**config.mk**
```make
export PLATFORM = sky130hd
export DESIGN_NAME = lmotm_ctrl
export DESIGN_NICKNAME = d
export VERILOG_FILES = /design/src/design/lmotm_pkg.sv /design/src/design/lmotm_ctrl.sv
export SDC_FILE = /design/constraint.sdc
export NUM_CORES = 1
export LEC_CHECK = 0
export ABC_AREA = 1
export BUFFER_PORTS_ARGS = -buffer_cell sky130_fd_sc_hd__clkbuf_2
export CORE_AREA = 2 2 39 41
export CTS_BUF_LIST = sky130_fd_sc_hd__clkbuf_8
export DETAILED_ROUTE_END_ITERATION = 12
export DIE_AREA = 0 0 41 43
export PLACE_DENSITY = 0.57
export SKIP_LAST_GASP = 1
export SYNTH_ARGS = -nofsm -noshare
export SYNTH_HDL_FRONTEND = slang
export SYNTH_SLANG_ARGS = --single-unit
export TNS_END_PERCENT = 100
```
**constraint.sdc**
```tcl
create_clock -name clk -period 3 [get_ports clk]
set_input_delay 0.45 -clock clk [delete_from_list [all_inputs] [get_ports clk]]
set_output_delay 0.45 -clock clk [all_outputs]
set_load 0.01 [all_outputs]
```
**src/design/lmotm_pkg.sv**
```systemverilog
// lmotm_pkg: shared widths, matrix wiring tables, opcodes and the
// command/status types between the controller and the datapath
// no dependencies
`timescale 1ns / 1ps

package lmotm_pkg;

  localparam int PIN_W     = 32;
  localparam int OP_W      = 2;
  localparam int PIN_NUM_W = 5;
  localparam int TICK_W    = 32;
  localparam int LED_IDX_W = 5;
  localparam int CFG_IDX_W = 1;

  localparam int ROW_BASE  = 13;
  localparam int COL_BASE  = 4;
  localparam int NUM_ROWS  = 3;
  localparam int NUM_COLS  = 9;
  localparam int MAX_CELLS = 27;

  localparam logic [PIN_NUM_W-1:0] FRAME_PIN = 5'd15;

  localparam logic [1:0] CELL_ROW [MAX_CELLS] = '{
    2'd0, 2'd1, 2'd0, 2'd1, 2'd0, 2'd2, 2'd2, 2'd2, 2'd2, 2'd2, 2'd1, 2'd0, 2'd1, 2'd2,
    2'd1, 2'd0, 2'd0, 2'd0, 2'd0, 2'd0, 2'd2, 2'd1, 2'd2, 2'd1, 2'd2, 2'd1, 2'd1};
  localparam logic [3:0] CELL_COL [MAX_CELLS] = '{
    4'd0, 4'd3, 4'd1, 4'd4, 4'd2, 4'd3, 4'd4, 4'd5, 4'd6, 4'd7, 4'd1, 4'd8, 4'd2, 4'd8,
    4'd0, 4'd7, 4'd6, 4'd5, 4'd4, 4'd3, 4'd2, 4'd6, 4'd0, 4'd5, 4'd1, 4'd7, 4'd8};

  localparam logic [OP_W-1:0] OP_SET     = 2'd0;
  localparam logic [OP_W-1:0] OP_CLR     = 2'd1;
  localparam logic [OP_W-1:0] OP_CLR_PIN = 2'd2;
  localparam logic [OP_W-1:0] OP_NONE    = 2'd3;

  localparam logic [CFG_IDX_W-1:0] CFG_OUTPUT_ENABLE = 1'b0;
  localparam logic [CFG_IDX_W-1:0] CFG_INPUT_LEVEL   = 1'b1;

  typedef enum logic [2:0] {
    DP_NONE,
    DP_LOAD,
    DP_REFRESH,
    DP_CLOSE,
    DP_EMIT
  } dp_op_t;

  typedef struct packed {
    dp_op_t               op;
    logic [LED_IDX_W-1:0] idx;
  } lmotm_cmd_t;

  typedef struct packed {
    logic in_event;
    logic frame_start;
    logic out_free;
  } lmotm_sts_t;

endpackage

```
**src/design/lmotm_ctrl.sv**
```systemverilog
// lmotm_ctrl: sequencer for event accept, led refresh, frame close and
// the per-led result drain
// depends on lmotm_pkg
`timescale 1ns / 1ps

module lmotm_ctrl import lmotm_pkg::*; #(
  parameter int NUM_LEDS = 25
) (
  input  logic       clk,
  input  logic       rst_n,
  input  logic       in_valid,
  output logic       in_ready,
  input  lmotm_sts_t sts,
  output lmotm_cmd_t cmd
);

  typedef enum logic [1:0] {
    S_IDLE,
    S_REFRESH,
    S_CLOSE,
    S_DRAIN
  } state_t;

  state_t               state_r;
  logic [LED_IDX_W-1:0] idx_r;

  assign in_ready = (state_r == S_IDLE);

  always_comb begin
    cmd.idx = idx_r;
    case (state_r)
      S_IDLE:    cmd.op = in_valid ? DP_LOAD : DP_NONE;
      S_REFRESH: cmd.op = DP_REFRESH;
      S_CLOSE:   cmd.op = DP_CLOSE;
      S_DRAIN:   cmd.op = sts.out_free ? DP_EMIT : DP_NONE;
      default:   cmd.op = DP_NONE;
    endcase
  end

  always_ff @(posedge clk) begin
    if (!rst_n) begin
      state_r <= S_IDLE;
      idx_r   <= '0;
    end else begin
      case (state_r)
        S_IDLE: begin
          if (in_valid && sts.in_event) begin
            state_r <= S_REFRESH;
          end
        end
        S_REFRESH: begin
          state_r <= sts.frame_start ? S_CLOSE : S_IDLE;
        end
        S_CLOSE: begin
          idx_r   <= '0;
          state_r <= S_DRAIN;
        end
        S_DRAIN: begin
          if (sts.out_free) begin
            idx_r <= idx_r + LED_IDX_W'(1);
            if (idx_r == LED_IDX_W'(NUM_LEDS - 1)) begin
              state_r <= S_IDLE;
            end
          end
        end
        default: state_r <= S_IDLE;
      endcase
    end
  end

endmodule

```
==> metrics.txt, run 1 <==
total CTS buffers 3; initial DRC count 13; max-cap viol count 0; CP Cell Sequence inv_1 > ha_1 > o21ai_0 > clkbuf_2; first-pass GRT wire length 1500 µm; cts hold-fix bufs 0; crit-path max FO 6; VDD IR max 0.220 mV; DRC 0; fin crit period 1.78 ns; largest net degree at the start of global routing 7; CTS tree done; IO Count 15; crit path buf inv count 2; fin area 582 µm²; Hold/Removal Path Class in -> reg; share of cells above drive strength 1 27.2%; max incr delay on CP 0.43 ns; CTS root buf clkbuf_8; count of cell types in the netlist 14; cts repair resizes 0; Seq/Total Area, Yosys 31.4%; placed cells 93; HPWL after DPL 732 µm; Critical Path End Type output port; hold path startpoint rst_n; diode count 0; Post-Layout Cell Count 97; Die Ht 43 µm; DRT Pass-1 Iters 2; Setup crit start kind flip-flop; clk_lat worst skew 0.23 ns; fillcell total 155; Hold EP state_r[0]; placed inst area 537 µm²; number of synthesized register bits 7; Critical-path top delay cell dfxtp_1; postcts setup bufs 0; unrepaired setup endpoints after global routing false; PortBufs 14; reg-to-reg startpoint state_r[0]; Synth Net Count 75; DR vias/cell 4.56; GRT overflow 0; total wire length 916 µm; Arr. time, crit path 1.33 ns; Core Area 1380 µm²; max-slew violations 0; vias post-DR 442; R2R depth 8; wire length per cell 9.44 µm; chip width 41 µm; CP Data Required Time 2.55 ns; R2R setup slack 1.66 ns; CTS max path bufs 2; initial antenna violation count 0; Placer Congestion 0.750; Worst-path clk slew 0.04 ns; depth of the worst hold-timing path 3; FF-to-FF End idx_r[2]; Total GRT Usage 13.2%; Max Freq 562 MHz; DIE AREA 1760 µm²; Mapped Cells 63; period utilization 59.3%; vias in the first global route 402; worst slew pin tran 0.219 ns; clk sinks 7; Final setup viols 0; delay-heaviest family, CP flip-flops; outcome finished, final reports clean; Antenna Nets Post-Route 0; P per Cell Area 660 nW/µm²; Post-Synthesis Cell Area 447 µm²; final count of hold timing violations 0; Avg Synthesized Cell Area 7.09 µm²; Initial Util 32.3%; leakage power 0.288 nW; setup TNS 0 ns; Clock Skews 0.00511 ns; Area growth syn-to-layout 30.3%; row cnt 14; htree depth 1; Slew HR 85.4%; Tot Pwr 0.384 mW; YS warnings 0; Nets 94; Crit Path Category reg -> out
==> kinds of logic after synthesis <==
logic type / count (synthesis) / synth area share [%]
simple gates: 31 / 31.9
compound gates: 10 / 12.3
buf+inv: 9 / 7.56
flops: 7 / 31.4
fa+ha+maj: 6 / 16.8
==> report_power, final <==
part           internal, mW  switching (mW)  total [mW]
clock network        0.0885          0.0415       0.130
logic                0.0564          0.0809       0.137
registers             0.104          0.0129       0.117
total                 0.249           0.135       0.384
==> worst reg2reg max path, cell delays in order, from the launching register on <==
cell and delay (ns):
dfxtp_1 0.43, inv_1 0.10, ha_1 0.22, inv_1 0.07
or2_4 0.14, nand2_2 0.06, nand2_1 0.05, nor2_1 0.04
nor3_1 0.16
==> per-layer routing <==
metal,vias to the layer above,wire length [µm],global-route usage (%)
met2,8,479,21.3
met1,195,377,12.5
met4,0,11,6.00
met3,2,47,7.85
met5,-,0,0
li1,237,-,-
==> worst max-delay path by stage <==
stage / startpoint / to / slack, ns / depth (start not counted)
floorplan: state_r[0] / cmd[5] / 1.49 / 3
global placement: state_r[0] / cmd[5] / 1.51 / 4
detailed placement: state_r[0] / cmd[5] / 1.44 / 4
CTS: state_r[0] / cmd[5] / 1.21 / 4
global route: state_r[0] / cmd[5] / 1.08 / 4
finish: state_r[0] / cmd[5] / 1.22 / 4
==> synthesized netlist by cell type <==
master,n,area share (%)
nand2_1,14,12
inv_1,9,7.6
dfxtp_1,7,31
nor2_1,7,5.9
a21oi_1,6,6.7
ha_1,6,17
nand2_2,3,4.2
nand3_1,3,3.4
a211oi_1,2,3.4
o21ai_0,2,2.2
nand3_2,1,2.2
nand4_1,1,1.4
nor3_1,1,1.1
or2_4,1,2.0
==> stage by stage <==
stage	util, %	hold WS (ns)	setup WS, ns
final	42.0	0.504	1.22
after global routing	42.0	0.530	1.08
after CTS	42.0	0.502	1.21
after detailed placement	38.8	0.510	1.44
after global placement	38.8	0.485	1.51
after floorplan	-	0.524	1.49
==> cell type report <==
class,instances,area (µm²),share of cell area [%]
timing repair buffer,14,70.1,12.0
multi-input combinational,47,273,46.9
clock buffer,3,41.3,7.10
clock inverter,1,3.75,0.645
tap,16,20.0,3.44
sequential,7,140,24.1
inverter,9,33.8,5.81
==> placed cells by master, fill, tap and decap left out <==
master	synthesis	routed
clkbuf_2	0	14
or2_4	1	1
a211oi_1	2	2
nand3_1	3	3
nor2_1	7	7
nand3_2	1	1
o21ai_0	2	2
nand2_2	3	3
a21oi_1	6	6
nor3_1	1	1
nand2_1	14	14
nand4_1	1	1
inv_1	9	10
ha_1	6	6
dfxtp_1	7	7
clkbuf_8	0	3
Power figures use the tool's default switching activity.
==> run 2, diff against run 1 <==
--- a/config.mk
+++ b/config.mk
@@ -11,7 +11,7 @@
 export CTS_BUF_LIST = sky130_fd_sc_hd__clkbuf_8
 export DETAILED_ROUTE_END_ITERATION = 12
 export DIE_AREA = 0 0 41 43
-export PLACE_DENSITY = 0.57
+export PLACE_DENSITY = 0.59
 export SKIP_LAST_GASP = 1
 export SYNTH_ARGS = -nofsm -noshare
 export SYNTH_HDL_FRONTEND = slang
==> constraint.sdc (replaced) <==
create_clock -name clk -period 1.45 [get_ports clk]
set_input_delay 0.2175 -clock clk [delete_from_list [all_inputs] [get_ports clk]]
set_output_delay 0.2175 -clock clk [all_outputs]
set_load 0.01 [all_outputs]
==> run 2 against run 1 <==
Compared with the run above:
- via count grew 2.9%
- sequential cell count is the same
- non-clock buffer count is the same
- utilization grew 0.72 points
- largest cell class unchanged
==> metrics.txt, run 2 (synthesized netlist as in run 1, its figures left out) <==
fin area 592 µm²; htree depth 1; CTS max path bufs 2; Crit Path Category reg -> out; delay-heaviest family, CP flip-flops; initial DRC count 9; DIE AREA 1760 µm²; wire length per cell 9.19 µm; outcome finished, final reports clean; largest net degree at the start of global routing 7; HPWL after DPL 683 µm; CP Cell Sequence inv_1 > ha_2 > o21ai_0 > clkbuf_2; VDD IR max 0.588 mV; crit path buf inv count 2; Total GRT Usage 12.8%; Critical-path top delay cell dfxtp_4; DRT Pass-1 Iters 5; Antenna Nets Post-Route 0; fin crit period 1.39 ns; Nets 94; Core Area 1380 µm²; max-cap viol count 0; total wire length 891 µm; DRC 0; GRT overflow 0; clk sinks 7; crit-path max FO 6; diode count 0; leakage power 0.285 nW; DP Worst Slack 0.0994 ns; Critical Path End Type output port; Worst-path clk slew 0.04 ns; chip width 41 µm; clk_lat worst skew 0.23 ns; placed inst area 537 µm²; Final setup viols 0; Clock Skews 0.00614 ns; final count of hold timing violations 0; max-slew violations 0; sequential cell area 145 µm²; worst slew pin tran 0.192 ns; CTS root buf clkbuf_8; Die Ht 43 µm; max incr delay on CP 0.37 ns; share of cells above drive strength 1 32.1%; vias post-DR 455; most frequent cells in the layout nand2_1 (14), clkbuf_2 (14), inv_1 (10), nor2_1 (7), a21oi_1 (6); row cnt 14; period utilization 95.6%; CTS tree done; unrepaired setup endpoints after global routing true; P per Cell Area 1360 nW/µm²; Setup crit start kind flip-flop; Initial Util 32.3%; PortBufs 14; DR vias/cell 4.69; Placer Congestion 0.723; postcts setup bufs 0; Arr. time, crit path 1.17 ns; total CTS buffers 3; multi-input logic area 278 µm²; initial antenna violation count 0; Max Freq 722 MHz; vias in the first global route 387; CP Data Required Time 1.23 ns; Area growth syn-to-layout 32.5%; Final WS setup 0.0640 ns; Hold/Removal Path Class in -> reg; cts hold-fix bufs 0; fillcell total 142; first-pass GRT wire length 1550 µm; Slew HR 87.2%; IO Count 15
[run 2: worst paths after layout]
check	start	end	slack, ns	depth (start not counted)
max	state_r[0]	cmd[5]	0.06	4
min reg2reg	idx_r[4]	idx_r[4]	0.51	1
max reg2reg	state_r[0]	idx_r[2]	0.16	8
min	rst_n	state_r[0]	0.25	3
[run 2: tightest hold or removal path: stages]
cell	delay, ns
clkbuf_2	0.12
nand2_1	0.07
nor2_1	0.04
[run 2: layout make-up]
cell class,instances,share of cell area [%]
well taps,16,3.38
multi-input cells,47,46.9
clock inverters,1,0.634
inverters,9,5.71
repair buffers,14,11.8
flip-flops and latches,7,24.5
clock buffers,3,6.98
[run 2: per-layer routing]
layer  track usage, %  up-vias  share of wire (%)
met3             6.28        0                5.1
met2             19.4        8                 49
li1                 -      239                  -
met4             4.00        0                  0
met1             15.2      208                 46
met5                0        -                  0
[run 2: stage by stage]
step	util (%)	hold slack [ns]	setup TNS, ns	instances	total power, mW
detailed placement	38.8	0.498	0	93	0.529
global route	42.8	0.279	-0.0130	97	0.880
global placement	38.8	0.484	0	93	0.525
finish	42.8	0.255	0	97	0.806
CTS	42.3	0.263	0	97	0.808
floorplan	-	0.339	0	63	0.449
[run 2: repair_timing]
action,CTS,global route
setup endpoints to repair,2,2
cloned,0,0
hold endpoints to repair,0,0
gates resized for setup,2,3
[run 2: power by group]
group | internal [mW] | switching [mW] | leakage (nW)
Sequential | 0.222 | 0.0268 | 0.0578
Combinational | 0.121 | 0.164 | 0.200
Clock | 0.183 | 0.0880 | 0.0269
Total | 0.527 | 0.279 | 0.285
==> run 3, diff against run 2 <==
--- a/config.mk
+++ b/config.mk
@@ -8,10 +8,10 @@
 export ABC_AREA = 1
 export BUFFER_PORTS_ARGS = -buffer_cell sky130_fd_sc_hd__clkbuf_2
 export CORE_AREA = 2 2 39 41
-export CTS_BUF_LIST = sky130_fd_sc_hd__clkbuf_8
+export CTS_BUF_LIST = sky130_fd_sc_hd__clkbuf_4 sky130_fd_sc_hd__clkbuf_8
 export DETAILED_ROUTE_END_ITERATION = 12
 export DIE_AREA = 0 0 41 43
-export PLACE_DENSITY = 0.59
+export PLACE_DENSITY = 0.61
 export SKIP_LAST_GASP = 1
 export SYNTH_ARGS = -nofsm -noshare
 export SYNTH_HDL_FRONTEND = slang
==> run 3 against run 2 <==
Compared with the run above:
- global-route usage did not move
- die area did not move
- sequential cell count unchanged
- cell count stayed put
- first-iteration DRC count is 89% higher
- routed wire length up 5.4%
- worst setup slack lost 0.024 ns
- utilization is 0.36 points higher
- power decreased by 4.0%
- highest routed layer unchanged
==> metrics.txt, run 3 (synthesized netlist as in run 1, its figures left out) <==
outcome finished, final reports clean; CP Data Required Time 1.23 ns; total wire length 939 µm; Slew HR 87.7%; Critical-path top delay cell dfxtp_4; leakage power 0.279 nW; clk_lat worst skew 0.25 ns; first-pass GRT wire length 1520 µm; initial DRC count 17; DRC 0; GRT overflow 0; most frequent cells in the layout nand2_1 (14), clkbuf_2 (14), inv_1 (8), nor2_1 (7), a21oi_1 (6); crit path buf inv count 3; Critical Path End Type output port; Clock Skews 0.00278 ns; worst slew pin tran 0.184 ns; CTS max path bufs 2; vias in the first global route 377; DRT Pass-1 Iters 4; clk sinks 7; fin crit period 1.41 ns; placed cells 93; CTS root buf clkbuf_4; initial antenna violation count 0; delay-heaviest family, CP flip-flops; setup TNS 0 ns; CP Cell Sequence inv_2 > ha_1 > inv_1 > o21ai_1 > clkbuf_2; DR vias/cell 4.66; Antenna Nets Post-Route 0; row cnt 14; vias post-DR 452; Total GRT Usage 12.8%; DP Worst Slack 0.107 ns; final count of hold timing violations 0; R2R setup slack 0.13 ns; P per Cell Area 1300 nW/µm²; Area growth syn-to-layout 33.6%; largest net degree at the start of global routing 7; max-slew violations 0; Final setup viols 0; Initial Util 32.3%; PortBufs 14; postcts setup bufs 0; IO Count 15; Die Ht 43 µm; Max Freq 709 MHz; Gate power share 41.1%; total CTS buffers 3; max-cap viol count 0; share of cells above drive strength 1 34.6%; Final WS setup 0.0400 ns; crit-path max FO 6; HPWL after DPL 725 µm; unrepaired setup endpoints after global routing true; VDD IR max 0.484 mV; CTS tree done; diode count 0; Seq pwr share 33.4%; Arr. time, crit path 1.19 ns; wire length per cell 9.68 µm; chip width 41 µm; Core Area 1380 µm²; DIE AREA 1760 µm²; Int Pwr 0.486 mW; Worst-path clk slew 0.05 ns; Psw 0.288 mW; Placer Congestion 0.734; clock network power share 25.5%; max incr delay on CP 0.37 ns; switching part of the total power 37.2%; period utilization 97.2%; Nets 94; Crit Path Category reg -> out; Setup crit start kind flip-flop; htree depth 1; Hold/Removal Path Class in -> reg; Post-Layout Cell Count 97
[run 3: cell types whose count changed in the layout (fill, tap and decap cells not counted), moves of 2 or more]
cell      before  now
ha_2           2    0
clkbuf_8       3    0
ha_4           0    2
clkbuf_4       0    4
inv_1         10    8
[run 3: stage by stage]
step | hold WS [ns] | instance area (µm²) | total power, mW | utilization [%]
2_1_floorplan | 0.339 | 447 | 0.449 | -
3_3_place_gp | 0.483 | 537 | 0.526 | 38.8
3_5_place_dp | 0.498 | 537 | 0.529 | 38.8
4_1_cts | 0.224 | 571 | 0.737 | 41.2
5_1_grt | 0.247 | 597 | 0.845 | 43.1
6_report | 0.231 | 597 | 0.774 | 43.1
[run 3: routing by layer]
layer	track usage, %	wire length [µm]	vias to the layer above	share of wire (%)
met1	15.5	433	200	46
met4	4.00	0	0	0
met2	18.1	460	11	49
met5	0	0	-	0
met3	7.85	45	0	4.8
li1	-	-	241	-
[run 3: worst min-delay path, stage by stage]
cell and delay, ns:
clkbuf_2 0.12, nand2_1 0.07, nor2_1 0.03
[run 3: power groups by stage]
stage / Clock [mW] / Sequential (mW) / Combinational, mW
global route: 0.214 / 0.266 / 0.364
CTS: 0.203 / 0.246 / 0.288
floorplan: 0 / 0.239 / 0.210
finish: 0.197 / 0.259 / 0.318
global placement: 0 / 0.244 / 0.283
detailed placement: 0 / 0.244 / 0.285
[run 3: final timing paths]
check / start / endpoint / cells after the start
hold / removal: rst_n / state_r[0] / 3
setup / recovery: state_r[0] / cmd[5] / 5
setup reg to reg: state_r[0] / idx_r[2] / 8
hold reg to reg: idx_r[4] / idx_r[4] / 1
[run 3: repair_timing]
| item | CTS | global route |
|---|---|---|
| hold buffers | 0 | 0 |
| setup endpoints to repair | 2 | 2 |
| resized for setup | 3 | 6 |
[run 3: cell type report]
cell class / count / area [µm²]
fill: 142 / 787
multi-input combinational: 47 / 298
sequential: 7 / 145
timing repair buffer: 14 / 70.1
inverter: 9 / 33.8
clock buffer: 4 / 30.0
tap: 16 / 20.0
